File: src/design/assert_macros.svh
// Assertion macros used by the top-level design file.
`ifndef ASSERT_MACROS_SVH
`define ASSERT_MACROS_SVH

// The condition must hold at every clock edge outside reset.
`define SCG_ASSERT_ALWAYS(label, clk, rst, cond, msg) \
   label: assert property (@(posedge clk) disable iff (rst) (cond)) else $error(msg);

// When the antecedent holds, the consequent must hold in the same cycle.
`define SCG_ASSERT_SAME(label, clk, rst, ante, cons, msg) \
   label: assert property (@(posedge clk) disable iff (rst) (ante) |-> (cons)) \
      else $error(msg);

// When the antecedent holds, the consequent must hold in the following cycle.
`define SCG_ASSERT_NEXT(label, clk, rst, ante, cons, msg) \
   label: assert property (@(posedge clk) disable iff (rst) (ante) |=> (cons)) \
      else $error(msg);

`endif

File: src/design/scg_pkg.sv
`default_nettype none

package scg_pkg;

   // Capacity of the block.
   localparam int MAX_JOINTS = 8;
   localparam int MAX_STEPS  = 1024;

   // Index widths and widths of counts that can hold the maximum itself.
   localparam int JOINT_W = (MAX_JOINTS > 1) ? $clog2(MAX_JOINTS) : 1;
   localparam int STEP_W  = $clog2(MAX_STEPS);
   localparam int JCNT_W  = $clog2(MAX_JOINTS + 1);
   localparam int SCNT_W  = $clog2(MAX_STEPS + 1);

   // Configuration port.
   localparam int CFG_JOINTS_W = 4;
   localparam int CFG_STEPS_W  = 11;
   localparam int CSR_DATA_W   = 11;
   localparam int CSR_INDEX_W  = 1;

   localparam logic [CFG_JOINTS_W-1:0] JOINTS_RESET = 4'd7;
   localparam logic [CFG_STEPS_W-1:0]  STEPS_RESET  = 11'd2;

   typedef enum logic [CSR_INDEX_W-1:0] {
      CSR_NUM_JOINTS = 1'b0,
      CSR_NUM_STEPS  = 1'b1
   } csr_index_type;

   // Datapath widths.
   localparam int POS_W   = 32;
   localparam int RES_W   = 35;
   localparam int MAG_W   = RES_W - 1;
   localparam int HALF_W  = 17;
   localparam int HIGH_W  = MAG_W - HALF_W;
   localparam int PROD_W  = 2 * HALF_W;
   localparam int Q_SHIFT = 16;
   localparam int HH_SHIFT = 2 * HALF_W - Q_SHIFT;
   localparam int HL_SHIFT = HALF_W + 1 - Q_SHIFT;
   localparam int SQ_W    = 2 * MAG_W - Q_SHIFT + 1;
   localparam int COST_W  = 63;
   localparam int GRAD_W  = 37;

   typedef enum logic [1:0] {
      MUL_HH,
      MUL_HL,
      MUL_LL
   } mul_phase_type;

   typedef enum logic [3:0] {
      ST_IDLE,
      ST_MUL_HH,
      ST_MUL_HL,
      ST_MUL_LL,
      ST_ACC,
      ST_OWN,
      ST_END,
      ST_FLUSH_PREV,
      ST_FLUSH_TAIL,
      ST_COST
   } ctrl_state_type;

   typedef struct packed {
      logic          load;
      logic          mul_en;
      mul_phase_type mul_phase;
      logic          acc;
      logic          emit_own;
      logic          emit_prev;
      logic          emit_tail;
      logic          emit_cost;
      logic          k_step;
      logic          advance;
      logic          clear;
   } dp_cmd_type;

   typedef struct packed {
      logic t_ge1;
      logic t_ge2;
      logic last_item;
      logic k_last;
      logic out_free;
   } dp_status_type;

   function automatic logic [JCNT_W-1:0] clamp_joints(input logic [CFG_JOINTS_W-1:0] raw);
      logic [JCNT_W-1:0] res;
      if (raw == '0) begin
         res = JCNT_W'(1);
      end else if (int'(raw) > MAX_JOINTS) begin
         res = JCNT_W'(MAX_JOINTS);
      end else begin
         res = JCNT_W'(raw);
      end
      return res;
   endfunction

   function automatic logic [SCNT_W-1:0] clamp_steps(input logic [CFG_STEPS_W-1:0] raw);
      logic [SCNT_W-1:0] res;
      if (raw == '0) begin
         res = SCNT_W'(1);
      end else if (int'(raw) > MAX_STEPS) begin
         res = SCNT_W'(MAX_STEPS);
      end else begin
         res = SCNT_W'(raw);
      end
      return res;
   endfunction

endpackage

`default_nettype wire

File: src/design/scg_ctrl.sv
`default_nettype none

module scg_ctrl (
   input  wire logic                  clock,
   input  wire logic                  reset,
   input  wire logic                  req_valid,
   output logic                       req_ready,
   input  wire scg_pkg::dp_status_type status,
   output scg_pkg::dp_cmd_type        cmd
);

   scg_pkg::ctrl_state_type state_ff;
   scg_pkg::ctrl_state_type state_in;

   always_ff @(posedge clock) begin
      if (reset) begin
         state_ff <= scg_pkg::ST_IDLE;
      end else begin
         state_ff <= state_in;
      end
   end

   always_comb begin
      state_in  = state_ff;
      cmd       = '0;
      req_ready = 1'b0;
      unique case (state_ff)
         scg_pkg::ST_IDLE: begin
            req_ready = 1'b1;
            if (req_valid) begin
               cmd.load = 1'b1;
               state_in = scg_pkg::ST_MUL_HH;
            end
         end
         scg_pkg::ST_MUL_HH: begin
            cmd.mul_en    = 1'b1;
            cmd.mul_phase = scg_pkg::MUL_HH;
            state_in      = scg_pkg::ST_MUL_HL;
         end
         scg_pkg::ST_MUL_HL: begin
            cmd.mul_en    = 1'b1;
            cmd.mul_phase = scg_pkg::MUL_HL;
            state_in      = scg_pkg::ST_MUL_LL;
         end
         scg_pkg::ST_MUL_LL: begin
            cmd.mul_en    = 1'b1;
            cmd.mul_phase = scg_pkg::MUL_LL;
            state_in      = scg_pkg::ST_ACC;
         end
         scg_pkg::ST_ACC: begin
            cmd.acc  = 1'b1;
            state_in = status.t_ge2 ? scg_pkg::ST_OWN : scg_pkg::ST_END;
         end
         scg_pkg::ST_OWN: begin
            if (status.out_free) begin
               cmd.emit_own = 1'b1;
               state_in     = scg_pkg::ST_END;
            end
         end
         scg_pkg::ST_END: begin
            if (status.last_item) begin
               state_in = status.t_ge1 ? scg_pkg::ST_FLUSH_PREV : scg_pkg::ST_FLUSH_TAIL;
            end else begin
               cmd.advance = 1'b1;
               state_in    = scg_pkg::ST_IDLE;
            end
         end
         scg_pkg::ST_FLUSH_PREV: begin
            if (status.out_free) begin
               cmd.emit_prev = 1'b1;
               cmd.k_step    = 1'b1;
               if (status.k_last) begin
                  state_in = scg_pkg::ST_FLUSH_TAIL;
               end
            end
         end
         scg_pkg::ST_FLUSH_TAIL: begin
            if (status.out_free) begin
               cmd.emit_tail = 1'b1;
               cmd.k_step    = 1'b1;
               if (status.k_last) begin
                  state_in = scg_pkg::ST_COST;
               end
            end
         end
         scg_pkg::ST_COST: begin
            if (status.out_free) begin
               cmd.emit_cost = 1'b1;
               cmd.clear     = 1'b1;
               state_in      = scg_pkg::ST_IDLE;
            end
         end
         default: begin
            state_in = scg_pkg::ST_IDLE;
         end
      endcase
   end

endmodule

`default_nettype wire

File: src/design/scg_dpath.sv
`default_nettype none

module scg_dpath (
   input  wire logic                                    clock,
   input  wire logic                                    reset,
   input  wire scg_pkg::dp_cmd_type                     cmd,
   output scg_pkg::dp_status_type                       status,
   input  wire logic                                    csr_write_enable,
   input  wire logic [scg_pkg::CSR_INDEX_W-1:0]         csr_index,
   input  wire logic [scg_pkg::CSR_DATA_W-1:0]          csr_write_data,
   input  wire logic signed [scg_pkg::POS_W-1:0]        req_position,
   output logic                                         rsp_valid,
   input  wire logic                                    rsp_ready,
   output logic                                         rsp_is_cost,
   output logic [scg_pkg::STEP_W-1:0]                   rsp_step_index,
   output logic [scg_pkg::JOINT_W-1:0]                  rsp_joint_index,
   output logic signed [scg_pkg::GRAD_W-1:0]            rsp_gradient_value,
   output logic [scg_pkg::COST_W-1:0]                   rsp_cost_value,
   output logic                                         rsp_last
);

   localparam int GW = scg_pkg::GRAD_W + 1;

   // Configuration, held in its effective (clamped) form.
   logic [scg_pkg::JCNT_W-1:0] nj_ff, nj_in;
   logic [scg_pkg::SCNT_W-1:0] ns_ff, ns_in;

   // Position counters and flush index.
   logic [scg_pkg::STEP_W-1:0]  t_ff, t_in;
   logic [scg_pkg::JOINT_W-1:0] j_ff, j_in;
   logic [scg_pkg::JOINT_W-1:0] k_ff, k_in;

   // Per-joint history.
   logic signed [scg_pkg::POS_W-1:0] pos1_ff [scg_pkg::MAX_JOINTS];
   logic signed [scg_pkg::POS_W-1:0] pos2_ff [scg_pkg::MAX_JOINTS];
   logic signed [scg_pkg::RES_W-1:0] res1_ff [scg_pkg::MAX_JOINTS];
   logic signed [scg_pkg::RES_W-1:0] res2_ff [scg_pkg::MAX_JOINTS];
   logic signed [scg_pkg::POS_W-1:0] pos1_in [scg_pkg::MAX_JOINTS];
   logic signed [scg_pkg::POS_W-1:0] pos2_in [scg_pkg::MAX_JOINTS];
   logic signed [scg_pkg::RES_W-1:0] res1_in [scg_pkg::MAX_JOINTS];
   logic signed [scg_pkg::RES_W-1:0] res2_in [scg_pkg::MAX_JOINTS];

   // Working registers of the item in flight.
   logic signed [scg_pkg::POS_W-1:0] x_ff, x_in;
   logic signed [scg_pkg::POS_W-1:0] p1_ff, p1_in;
   logic signed [scg_pkg::RES_W-1:0] q1_ff, q1_in;
   logic signed [scg_pkg::RES_W-1:0] q2_ff, q2_in;
   logic signed [scg_pkg::RES_W-1:0] r_ff, r_in;
   logic [scg_pkg::SQ_W-1:0]         sq_ff, sq_in;
   logic [scg_pkg::COST_W-1:0]       cost_ff, cost_in;

   // Result register.
   logic                               rsp_valid_ff, rsp_valid_in;
   logic                               rsp_is_cost_ff, rsp_is_cost_in;
   logic [scg_pkg::STEP_W-1:0]         rsp_step_ff, rsp_step_in;
   logic [scg_pkg::JOINT_W-1:0]        rsp_joint_ff, rsp_joint_in;
   logic signed [scg_pkg::GRAD_W-1:0]  rsp_grad_ff, rsp_grad_in;
   logic [scg_pkg::COST_W-1:0]         rsp_cost_ff, rsp_cost_in;
   logic                               rsp_last_ff, rsp_last_in;

   logic [scg_pkg::JOINT_W-1:0]        rd_idx;
   logic signed [scg_pkg::RES_W-1:0]   p1_ext, p2_ext, x_ext, r_calc;
   logic [scg_pkg::MAG_W-1:0]          mag;
   logic [scg_pkg::HALF_W-1:0]         mul_a, mul_b;
   logic [scg_pkg::PROD_W-1:0]         prod;
   logic [scg_pkg::COST_W:0]           cost_sum;
   logic signed [GW-1:0]               rg, q1g, q2g, ag, bg, g_own, g_prev, g_tail;
   logic                               t_is1, t_is2, last_joint, last_step, clear_all;
   logic                               emit_any;

   assign clear_all  = cmd.clear || csr_write_enable;
   assign rd_idx     = cmd.load ? j_ff : k_ff;
   assign t_is1      = t_ff == scg_pkg::STEP_W'(1);
   assign t_is2      = t_ff == scg_pkg::STEP_W'(2);
   assign last_joint = (scg_pkg::JCNT_W'(j_ff) + scg_pkg::JCNT_W'(1)) == nj_ff;
   assign last_step  = (scg_pkg::SCNT_W'(t_ff) + scg_pkg::SCNT_W'(1)) == ns_ff;
   assign emit_any   = cmd.emit_own || cmd.emit_prev || cmd.emit_tail || cmd.emit_cost;

   assign status.t_ge1     = t_ff != '0;
   assign status.t_ge2     = (t_ff != '0) && !t_is1;
   assign status.last_item = last_joint && last_step;
   assign status.k_last    = (scg_pkg::JCNT_W'(k_ff) + scg_pkg::JCNT_W'(1)) == nj_ff;
   assign status.out_free  = !rsp_valid_ff || rsp_ready;

   // Residual of the incoming sample.
   assign x_ext  = scg_pkg::RES_W'(req_position);
   assign p1_ext = scg_pkg::RES_W'(pos1_ff[rd_idx]);
   assign p2_ext = scg_pkg::RES_W'(pos2_ff[rd_idx]);

   always_comb begin
      if (t_ff == '0) begin
         r_calc = '0;
      end else if (t_is1) begin
         r_calc = x_ext - p1_ext;
      end else begin
         r_calc = x_ext - (p1_ext <<< 1) + p2_ext;
      end
   end

   // Square of the residual through one 17 by 17 multiplier in three passes.
   assign mag   = r_ff[scg_pkg::RES_W-1] ? scg_pkg::MAG_W'(-r_ff) : scg_pkg::MAG_W'(r_ff);
   assign mul_a = (cmd.mul_phase == scg_pkg::MUL_LL) ? mag[scg_pkg::HALF_W-1:0]
                                                     : scg_pkg::HALF_W'(mag[scg_pkg::MAG_W-1:scg_pkg::HALF_W]);
   assign mul_b = (cmd.mul_phase == scg_pkg::MUL_HH) ? scg_pkg::HALF_W'(mag[scg_pkg::MAG_W-1:scg_pkg::HALF_W])
                                                     : mag[scg_pkg::HALF_W-1:0];
   assign prod  = scg_pkg::PROD_W'(mul_a) * scg_pkg::PROD_W'(mul_b);

   always_comb begin
      unique case (cmd.mul_phase)
         scg_pkg::MUL_HH: sq_in = scg_pkg::SQ_W'(prod) << scg_pkg::HH_SHIFT;
         scg_pkg::MUL_HL: sq_in = sq_ff + (scg_pkg::SQ_W'(prod) << scg_pkg::HL_SHIFT);
         scg_pkg::MUL_LL: sq_in = sq_ff + scg_pkg::SQ_W'(prod >> scg_pkg::Q_SHIFT);
         default:         sq_in = sq_ff;
      endcase
      if (!cmd.mul_en) begin
         sq_in = sq_ff;
      end
   end

   assign cost_sum = {1'b0, cost_ff} + (scg_pkg::COST_W + 1)'(sq_ff);

   // Gradients.
   assign rg  = GW'(r_ff);
   assign q1g = GW'(q1_ff);
   assign q2g = GW'(q2_ff);
   assign ag  = GW'(res2_ff[rd_idx]);
   assign bg  = GW'(res1_ff[rd_idx]);

   assign g_own  = t_is2 ? ((rg - q1g) <<< 1) : ((q2g - (q1g <<< 1) + rg) <<< 1);
   assign g_prev = t_is1 ? -(bg <<< 1) : ((ag - (bg <<< 1)) <<< 1);
   assign g_tail = (t_ff != '0) ? (bg <<< 1) : '0;

   always_comb begin
      nj_in   = nj_ff;
      ns_in   = ns_ff;
      t_in    = t_ff;
      j_in    = j_ff;
      k_in    = k_ff;
      x_in    = x_ff;
      p1_in   = p1_ff;
      q1_in   = q1_ff;
      q2_in   = q2_ff;
      r_in    = r_ff;
      cost_in = cost_ff;
      pos1_in = pos1_ff;
      pos2_in = pos2_ff;
      res1_in = res1_ff;
      res2_in = res2_ff;

      if (csr_write_enable) begin
         unique case (scg_pkg::csr_index_type'(csr_index))
            scg_pkg::CSR_NUM_JOINTS:
               nj_in = scg_pkg::clamp_joints(csr_write_data[scg_pkg::CFG_JOINTS_W-1:0]);
            scg_pkg::CSR_NUM_STEPS:
               ns_in = scg_pkg::clamp_steps(csr_write_data[scg_pkg::CFG_STEPS_W-1:0]);
         endcase
      end

      if (cmd.load) begin
         x_in  = req_position;
         p1_in = pos1_ff[rd_idx];
         q1_in = res1_ff[rd_idx];
         q2_in = res2_ff[rd_idx];
         r_in  = r_calc;
      end

      if (cmd.acc) begin
         cost_in = cost_sum[scg_pkg::COST_W] ? '1 : cost_sum[scg_pkg::COST_W-1:0];
         pos2_in[j_ff] = p1_ff;
         pos1_in[j_ff] = x_ff;
         res2_in[j_ff] = q1_ff;
         res1_in[j_ff] = r_ff;
      end

      if (cmd.advance) begin
         if (last_joint) begin
            j_in = '0;
            t_in = t_ff + scg_pkg::STEP_W'(1);
         end else begin
            j_in = j_ff + scg_pkg::JOINT_W'(1);
         end
      end

      if (cmd.k_step) begin
         k_in = status.k_last ? '0 : k_ff + scg_pkg::JOINT_W'(1);
      end

      if (clear_all) begin
         t_in    = '0;
         j_in    = '0;
         k_in    = '0;
         cost_in = '0;
         for (int i = 0; i < scg_pkg::MAX_JOINTS; i++) begin
            pos1_in[i] = '0;
            pos2_in[i] = '0;
            res1_in[i] = '0;
            res2_in[i] = '0;
         end
      end
   end

   // Result register: loads on a command, empties on a transfer.
   always_comb begin
      rsp_valid_in   = rsp_valid_ff && !rsp_ready;
      rsp_is_cost_in = rsp_is_cost_ff;
      rsp_step_in    = rsp_step_ff;
      rsp_joint_in   = rsp_joint_ff;
      rsp_grad_in    = rsp_grad_ff;
      rsp_cost_in    = rsp_cost_ff;
      rsp_last_in    = rsp_last_ff;
      if (emit_any) begin
         rsp_valid_in   = 1'b1;
         rsp_is_cost_in = cmd.emit_cost;
         rsp_last_in    = cmd.emit_cost;
         rsp_cost_in    = cmd.emit_cost ? cost_ff : '0;
         rsp_joint_in   = k_ff;
         rsp_step_in    = t_ff;
         rsp_grad_in    = '0;
         unique if (cmd.emit_own) begin
            rsp_step_in  = t_ff - scg_pkg::STEP_W'(2);
            rsp_joint_in = j_ff;
            rsp_grad_in  = g_own[scg_pkg::GRAD_W-1:0];
         end else if (cmd.emit_prev) begin
            rsp_step_in = t_ff - scg_pkg::STEP_W'(1);
            rsp_grad_in = g_prev[scg_pkg::GRAD_W-1:0];
         end else if (cmd.emit_tail) begin
            rsp_grad_in = g_tail[scg_pkg::GRAD_W-1:0];
         end else begin
            rsp_step_in  = '0;
            rsp_joint_in = '0;
         end
      end
   end

   always_ff @(posedge clock) begin
      if (reset) begin
         nj_ff        <= scg_pkg::clamp_joints(scg_pkg::JOINTS_RESET);
         ns_ff        <= scg_pkg::clamp_steps(scg_pkg::STEPS_RESET);
         t_ff         <= '0;
         j_ff         <= '0;
         k_ff         <= '0;
         cost_ff      <= '0;
         rsp_valid_ff <= 1'b0;
         for (int i = 0; i < scg_pkg::MAX_JOINTS; i++) begin
            pos1_ff[i] <= '0;
            pos2_ff[i] <= '0;
            res1_ff[i] <= '0;
            res2_ff[i] <= '0;
         end
      end else begin
         nj_ff        <= nj_in;
         ns_ff        <= ns_in;
         t_ff         <= t_in;
         j_ff         <= j_in;
         k_ff         <= k_in;
         cost_ff      <= cost_in;
         rsp_valid_ff <= rsp_valid_in;
         pos1_ff      <= pos1_in;
         pos2_ff      <= pos2_in;
         res1_ff      <= res1_in;
         res2_ff      <= res2_in;
      end
   end

   always_ff @(posedge clock) begin
      x_ff           <= x_in;
      p1_ff          <= p1_in;
      q1_ff          <= q1_in;
      q2_ff          <= q2_in;
      r_ff           <= r_in;
      sq_ff          <= sq_in;
      rsp_is_cost_ff <= rsp_is_cost_in;
      rsp_step_ff    <= rsp_step_in;
      rsp_joint_ff   <= rsp_joint_in;
      rsp_grad_ff    <= rsp_grad_in;
      rsp_cost_ff    <= rsp_cost_in;
      rsp_last_ff    <= rsp_last_in;
   end

   assign rsp_valid          = rsp_valid_ff;
   assign rsp_is_cost        = rsp_is_cost_ff;
   assign rsp_step_index     = rsp_step_ff;
   assign rsp_joint_index    = rsp_joint_ff;
   assign rsp_gradient_value = rsp_grad_ff;
   assign rsp_cost_value     = rsp_cost_ff;
   assign rsp_last           = rsp_last_ff;

endmodule

`default_nettype wire

File: src/design/smoothness_cost_gradient_top.sv
// Smoothness cost and gradient of a joint trajectory. Position samples arrive
// in signed Q16.16, time-major and joint-minor, one per transfer on the req_
// channel; for each joint the block forms second-difference residuals, adds
// their squares (rescaled to Q16.16, saturating at 2^63 - 1) into a cost, and
// sends gradient elements on the rsp_ channel, each sample from step 2 on
// releasing the gradient of its joint two steps back. The final sample of a
// trajectory also releases steps T-2 and T-1 for every joint and then the
// cost, marked with last, after which a new trajectory begins. Joint and step
// counts are set through the csr_ port; the user must write them only while
// the block is idle, as the block itself does not enforce it; any write
// restarts the trajectory. Each sample is squared in three passes through one
// 17 by 17 multiplier before the saturating add, and a finished result waits
// while rsp_ready holds it back; the block takes no new sample until it is
// through with the last one.

`default_nettype none

`include "assert_macros.svh"

module smoothness_cost_gradient_top (
   input  wire logic                                    clock,
   input  wire logic                                    reset,
   input  wire logic                                    csr_write_enable,
   input  wire logic [scg_pkg::CSR_INDEX_W-1:0]         csr_index,
   input  wire logic [scg_pkg::CSR_DATA_W-1:0]          csr_write_data,
   input  wire logic                                    req_valid,
   output logic                                         req_ready,
   input  wire logic signed [scg_pkg::POS_W-1:0]        req_position,
   output logic                                         rsp_valid,
   input  wire logic                                    rsp_ready,
   output logic                                         rsp_is_cost,
   output logic [scg_pkg::STEP_W-1:0]                   rsp_step_index,
   output logic [scg_pkg::JOINT_W-1:0]                  rsp_joint_index,
   output logic signed [scg_pkg::GRAD_W-1:0]            rsp_gradient_value,
   output logic [scg_pkg::COST_W-1:0]                   rsp_cost_value,
   output logic                                         rsp_last
);

   // The controller sequences each sample; the datapath holds the history,
   // the multiplier, the cost and the result register.
   scg_pkg::dp_cmd_type    cmd;
   scg_pkg::dp_status_type status;
   logic                   emit_any;

   scg_ctrl u_ctrl (
      .clock     (clock),
      .reset     (reset),
      .req_valid (req_valid),
      .req_ready (req_ready),
      .status    (status),
      .cmd       (cmd)
   );

   scg_dpath u_dpath (
      .clock              (clock),
      .reset              (reset),
      .cmd                (cmd),
      .status             (status),
      .csr_write_enable   (csr_write_enable),
      .csr_index          (csr_index),
      .csr_write_data     (csr_write_data),
      .req_position       (req_position),
      .rsp_valid          (rsp_valid),
      .rsp_ready          (rsp_ready),
      .rsp_is_cost        (rsp_is_cost),
      .rsp_step_index     (rsp_step_index),
      .rsp_joint_index    (rsp_joint_index),
      .rsp_gradient_value (rsp_gradient_value),
      .rsp_cost_value     (rsp_cost_value),
      .rsp_last           (rsp_last)
   );

   assign emit_any = cmd.emit_own || cmd.emit_prev || cmd.emit_tail || cmd.emit_cost;

   // Only one sample is worked on at a time, so a transfer in closes the
   // input for at least the following cycle.
   `SCG_ASSERT_NEXT(a_one_sample_in_flight, clock, reset, req_valid && req_ready, !req_ready, "sample accepted while another is in flight")

   // A result may only be loaded when the result register is empty or is
   // being emptied in the same cycle; otherwise a result would be lost.
   `SCG_ASSERT_SAME(a_emit_has_room, clock, reset, emit_any, status.out_free, "result loaded over a waiting result")

   // The controller never issues two result loads in one cycle.
   `SCG_ASSERT_ALWAYS(a_single_emit, clock, reset, $onehot0({cmd.emit_own, cmd.emit_prev, cmd.emit_tail, cmd.emit_cost}), "more than one result load in a cycle")

endmodule

`default_nettype wire

File: config.mk
export PLATFORM = sky130hd
export DESIGN_NAME = smoothness_cost_gradient_top
export DESIGN_NICKNAME = d
export VERILOG_FILES = /design/src/design/scg_pkg.sv /design/src/design/scg_ctrl.sv /design/src/design/scg_dpath.sv /design/src/design/smoothness_cost_gradient_top.sv
export VERILOG_INCLUDE_DIRS = /design/src /design/src/design
export SDC_FILE = /design/constraint.sdc
export NUM_CORES = 2
export LEC_CHECK = 0
export ABC_AREA = 0
export BUFFER_PORTS_ARGS = -buffer_cell sky130_fd_sc_hd__buf_4
export CAP_MARGIN = 20
export CORE_MARGIN = 2
export CORE_UTILIZATION = 60
export DETAILED_ROUTE_END_ITERATION = 7
export GPL_TIMING_DRIVEN = 0
export PLACE_DENSITY = 0.86
export SLEW_MARGIN = 20
export SYNTH_ARGS = -nofsm -noshare
export SYNTH_HDL_FRONTEND = slang
export SYNTH_HIERARCHICAL = 1
export SYNTH_SLANG_ARGS = --single-unit
File: constraint.sdc
create_clock -name clock -period 29.9 [get_ports clock]
set_input_delay 2.99 -clock clock [delete_from_list [all_inputs] [get_ports clock]]
set_output_delay 2.99 -clock clock [all_outputs]
set_load 0.01 [all_outputs]
==> reports/metrics.cfg <==
[place]
hpwlAfterDp_um = 275000
dp.cells = 12900
portBuffers = 163
gp_congestion = 1.04
postPlaceCellArea_sq_mm = 0.0956

[floorplanning]
design.die.area_sq_mm = 0.156
core_area_sq_mm = 0.152
start_util = 0.603
die_y_um = 394
die_x_um = 394
rows = 143
io-pin-count = 166

[hold_path]
hold_class = register to register
whs_path_depth = 2
hold_end = u_dpath/res2_ff[93]
hold_start = u_dpath/res2_ff[93]

[synth]
ys_ff_latch = 1506
syn_area_sq_mm = 0.0915
yosysUniqueCellTypes = 100
async_reset_ff_frac = 0
synth_top_family_by_area = simple AND/OR/NAND/NOR gates
synth_edf_count = 335
synth-main-ff-cell = dfxtp_1
synth_warnings = 6
synthMuxAreaShare = 0.0894
synth_seq_area_share = 0.366
synth-simple-area-share = 0.168
synthAdderAreaFrac = 0.120
synth_nets = 11500
synthCells = 10700
avgSynthCellArea_sq_um = 8.53
synth-compound-area-share = 0.159
synthXorXnorAreaFrac = 0.0345

[sta]
skew_ns = 0.0933
fmax_ghz = 0.0668
finalCriticalPeriod_ns = 14.98
rsz0062_at_grt = false
final_max_slew_viol_count = 0
tns_ns = 0
finalSetupViolCount = 0
fin_crit_sh = 0.501
hold_viol = 0
tightest_slew_ns = 1.33
relSlewSlack = 0.115

[clocking]
cts_tree = yes
cts_num_sinks = 1506
post_cts_resized = 0
htreeDepth = 4
cts_buffers = 158
cts_max_path_buffers = 3
clkLatencyLatePin_ns = 0.85
root_buffer = clkbuf_16
cts_setup_buffers = 0
clk_pin_slew_ns = 0.06
cts_hold_buf = 0

[cells_and_area]
nFillCells = 12000
final_common_cell = nand2_1
fin_nets = 11800
drive_gt1_frac = 0.0831
postLayoutCoreUtil = 0.668
multiInputGateArea_sq_mm = 0.0523
area_growth_pct = 10.8
final_area_sq_mm = 0.101
layout.cells.most_common_list = nand2_1 (2,618), a21oi_1 (1,466), dfxtp_1 (1,171)
instances_no_fill = 13200
register_area_sq_mm = 0.0335

[worst_setup_path]
start_kind = register
rrSetupSlack_ns = 14.92
worstPathBufferInverterCount = 10
r2r_end = u_dpath/sq_ff[46]
endpoint_kind = register
crit_family = adder cells
cpMaxStageDelayCell = a21oi_1
path_max_fanout = 10
required_ns = 30.45
worstSetupPathType = register to register
ff2ff_path_depth = 44
cpPeakStageDelay_ns = 0.95
timing.rr.start = u_dpath/r_ff[1]
arrival_ns = 15.53

[global_routing]
grt_pass1_vias = 83400
grt_pass1_wl_um = 530000
grt-ovfl-total = 0
antenna_found_initial = 21
grt_max_degree = 69
grt_usage = 0.457

[routing]
ant_nets = 0
wire_per_inst_um = 27.5
drt_pre_antenna_iters = 8
vias_per_cell = 6.50
routed_wl_um = 364000
dr.first_iter.drc_count = 11400
num_vias = 86000
drc = 0

[job]
max-cap-violations = 0

[status]
outcome = finished clean

## cell usage after synthesis (14+ instances only)
library cell,number,area share
dfxtp_1,1171,0.26
o21a_1,57,0.0047
clkbuf_2,34,0.0019
a211o_1,19,0.0018
o21ai_0,307,0.017
inv_1,732,0.030
mux2_2,51,0.0063
o31ai_1,17,0.0014
buf_1,77,0.0032
or3_1,27,0.0018
nor4_1,16,0.0011
nand4_1,55,0.0038
mux2i_1,238,0.026
o211ai_1,52,0.0043
xor2_1,136,0.013
o21bai_1,39,0.0032
o221ai_1,15,0.0014
nand2_1,2618,0.11
clkbuf_1,550,0.023
ha_1,403,0.055
nor2b_1,48,0.0033
a21oi_1,1467,0.080
and2_1,132,0.0090
edfxtp_1,335,0.11
a21o_1,150,0.012
a221oi_1,26,0.0025
mux4_2,226,0.056
nor3_1,70,0.0038
nand3_1,114,0.0062
buf_2,35,0.0019
a31oi_1,50,0.0034
a221o_1,14,0.0015
or2_2,15,0.0010
nor2_1,389,0.016
o2111ai_1,15,0.0014
nand2b_1,62,0.0042
o22ai_1,23,0.0016
xnor2_1,224,0.021
a22oi_1,20,0.0016
a211oi_1,57,0.0047
fa_1,296,0.065
buf_4,42,0.0034
and3_1,55,0.0038
## flip-flops by register name, summed over array words and instances (netlist names), 11 cells and up
| name | flops |
|---|---|
| u_dpath/res1_ff | 280 |
| u_dpath/sq_ff | 53 |
| u_dpath/cost_ff | 63 |
| u_dpath/ns_ff | 11 |
| u_dpath/p1_ff | 32 |
| u_dpath/x_ff | 32 |
| u_dpath/res2_ff | 280 |
| u_dpath/q1_ff | 35 |
| u_dpath/r_ff | 35 |
| u_dpath/rsp_gradient_value | 36 |
| u_dpath/q2_ff | 35 |
| u_dpath/pos2_ff | 256 |
| u_dpath/rsp_cost_value | 63 |
| u_dpath/pos1_ff | 256 |
## worst register-to-register path: cells and delay by family (launching register included)
family                   cells  cell delay [ns]
buffers and inverters       10             2.09
flip-flops                   1             0.57
AO/OA/AOI/OAI               13             3.63
XOR/XNOR                     2             1.10
AND/OR/NAND/NOR             10             3.25
adder cells (fa/ha/maj)      9             4.06
## how the worst max path moves through the flow
| stage | startpoint | to | slack (ns) | depth (start not counted) |
|---|---|---|---|---|
| floorplan | req_valid | u_dpath/r_ff[33] | 16.64 | 22 |
| global placement | req_valid | u_dpath/r_ff[24] | 10.49 | 24 |
| detailed placement | u_dpath/r_ff[1] | u_dpath/sq_ff[46] | 15.48 | 44 |
| CTS | u_dpath/r_ff[1] | u_dpath/sq_ff[46] | 15.40 | 44 |
| global route | u_dpath/r_ff[1] | u_dpath/sq_ff[46] | 14.44 | 42 |
| finish | u_dpath/r_ff[1] | u_dpath/sq_ff[46] | 14.92 | 44 |
## per-stage QoR
step           worst slack, ns  hold slack [ns]
6_report                 14.92            0.453
5_1_grt                  14.44            0.466
4_1_cts                  15.40            0.451
3_5_place_dp             15.48            0.443
3_3_place_gp             10.49            0.437
2_1_floorplan            16.64            0.432
## layer usage
layer / share of wire / vias to the layer above / GRT usage
met2: 0.43 / 6291 / 0.696
met1: 0.34 / 40700 / 0.542
li1: - / 37100 / -
met4: 0.10 / 16 / 0.369
met5: 0.00032 / - / 0
met3: 0.12 / 1838 / 0.126
## cell type report
type	instances	area share
sequential	1506	0.330
clock inverter	69	0.0112
multi-input combinational	7739	0.516
buffer	742	0.0303
inverter	733	0.0272
antenna	11	0.000272
tap	2030	0.0251
clock buffer	224	0.0444
timing repair buffer	184	0.0149
## cells by family after synthesis
logic type                 Yosys count
and+or+nand+nor                   3664
AOI/OAI and AO/OA                 2491
DFF                               1506
buffers and inverters             1475
adders and majority gates          699
muxes                              524
xor gates and xnor gates           360
other                                1
Power is not shown: default switching activity piles up to over one toggle a cycle in this logic, so the estimate is an artifact.
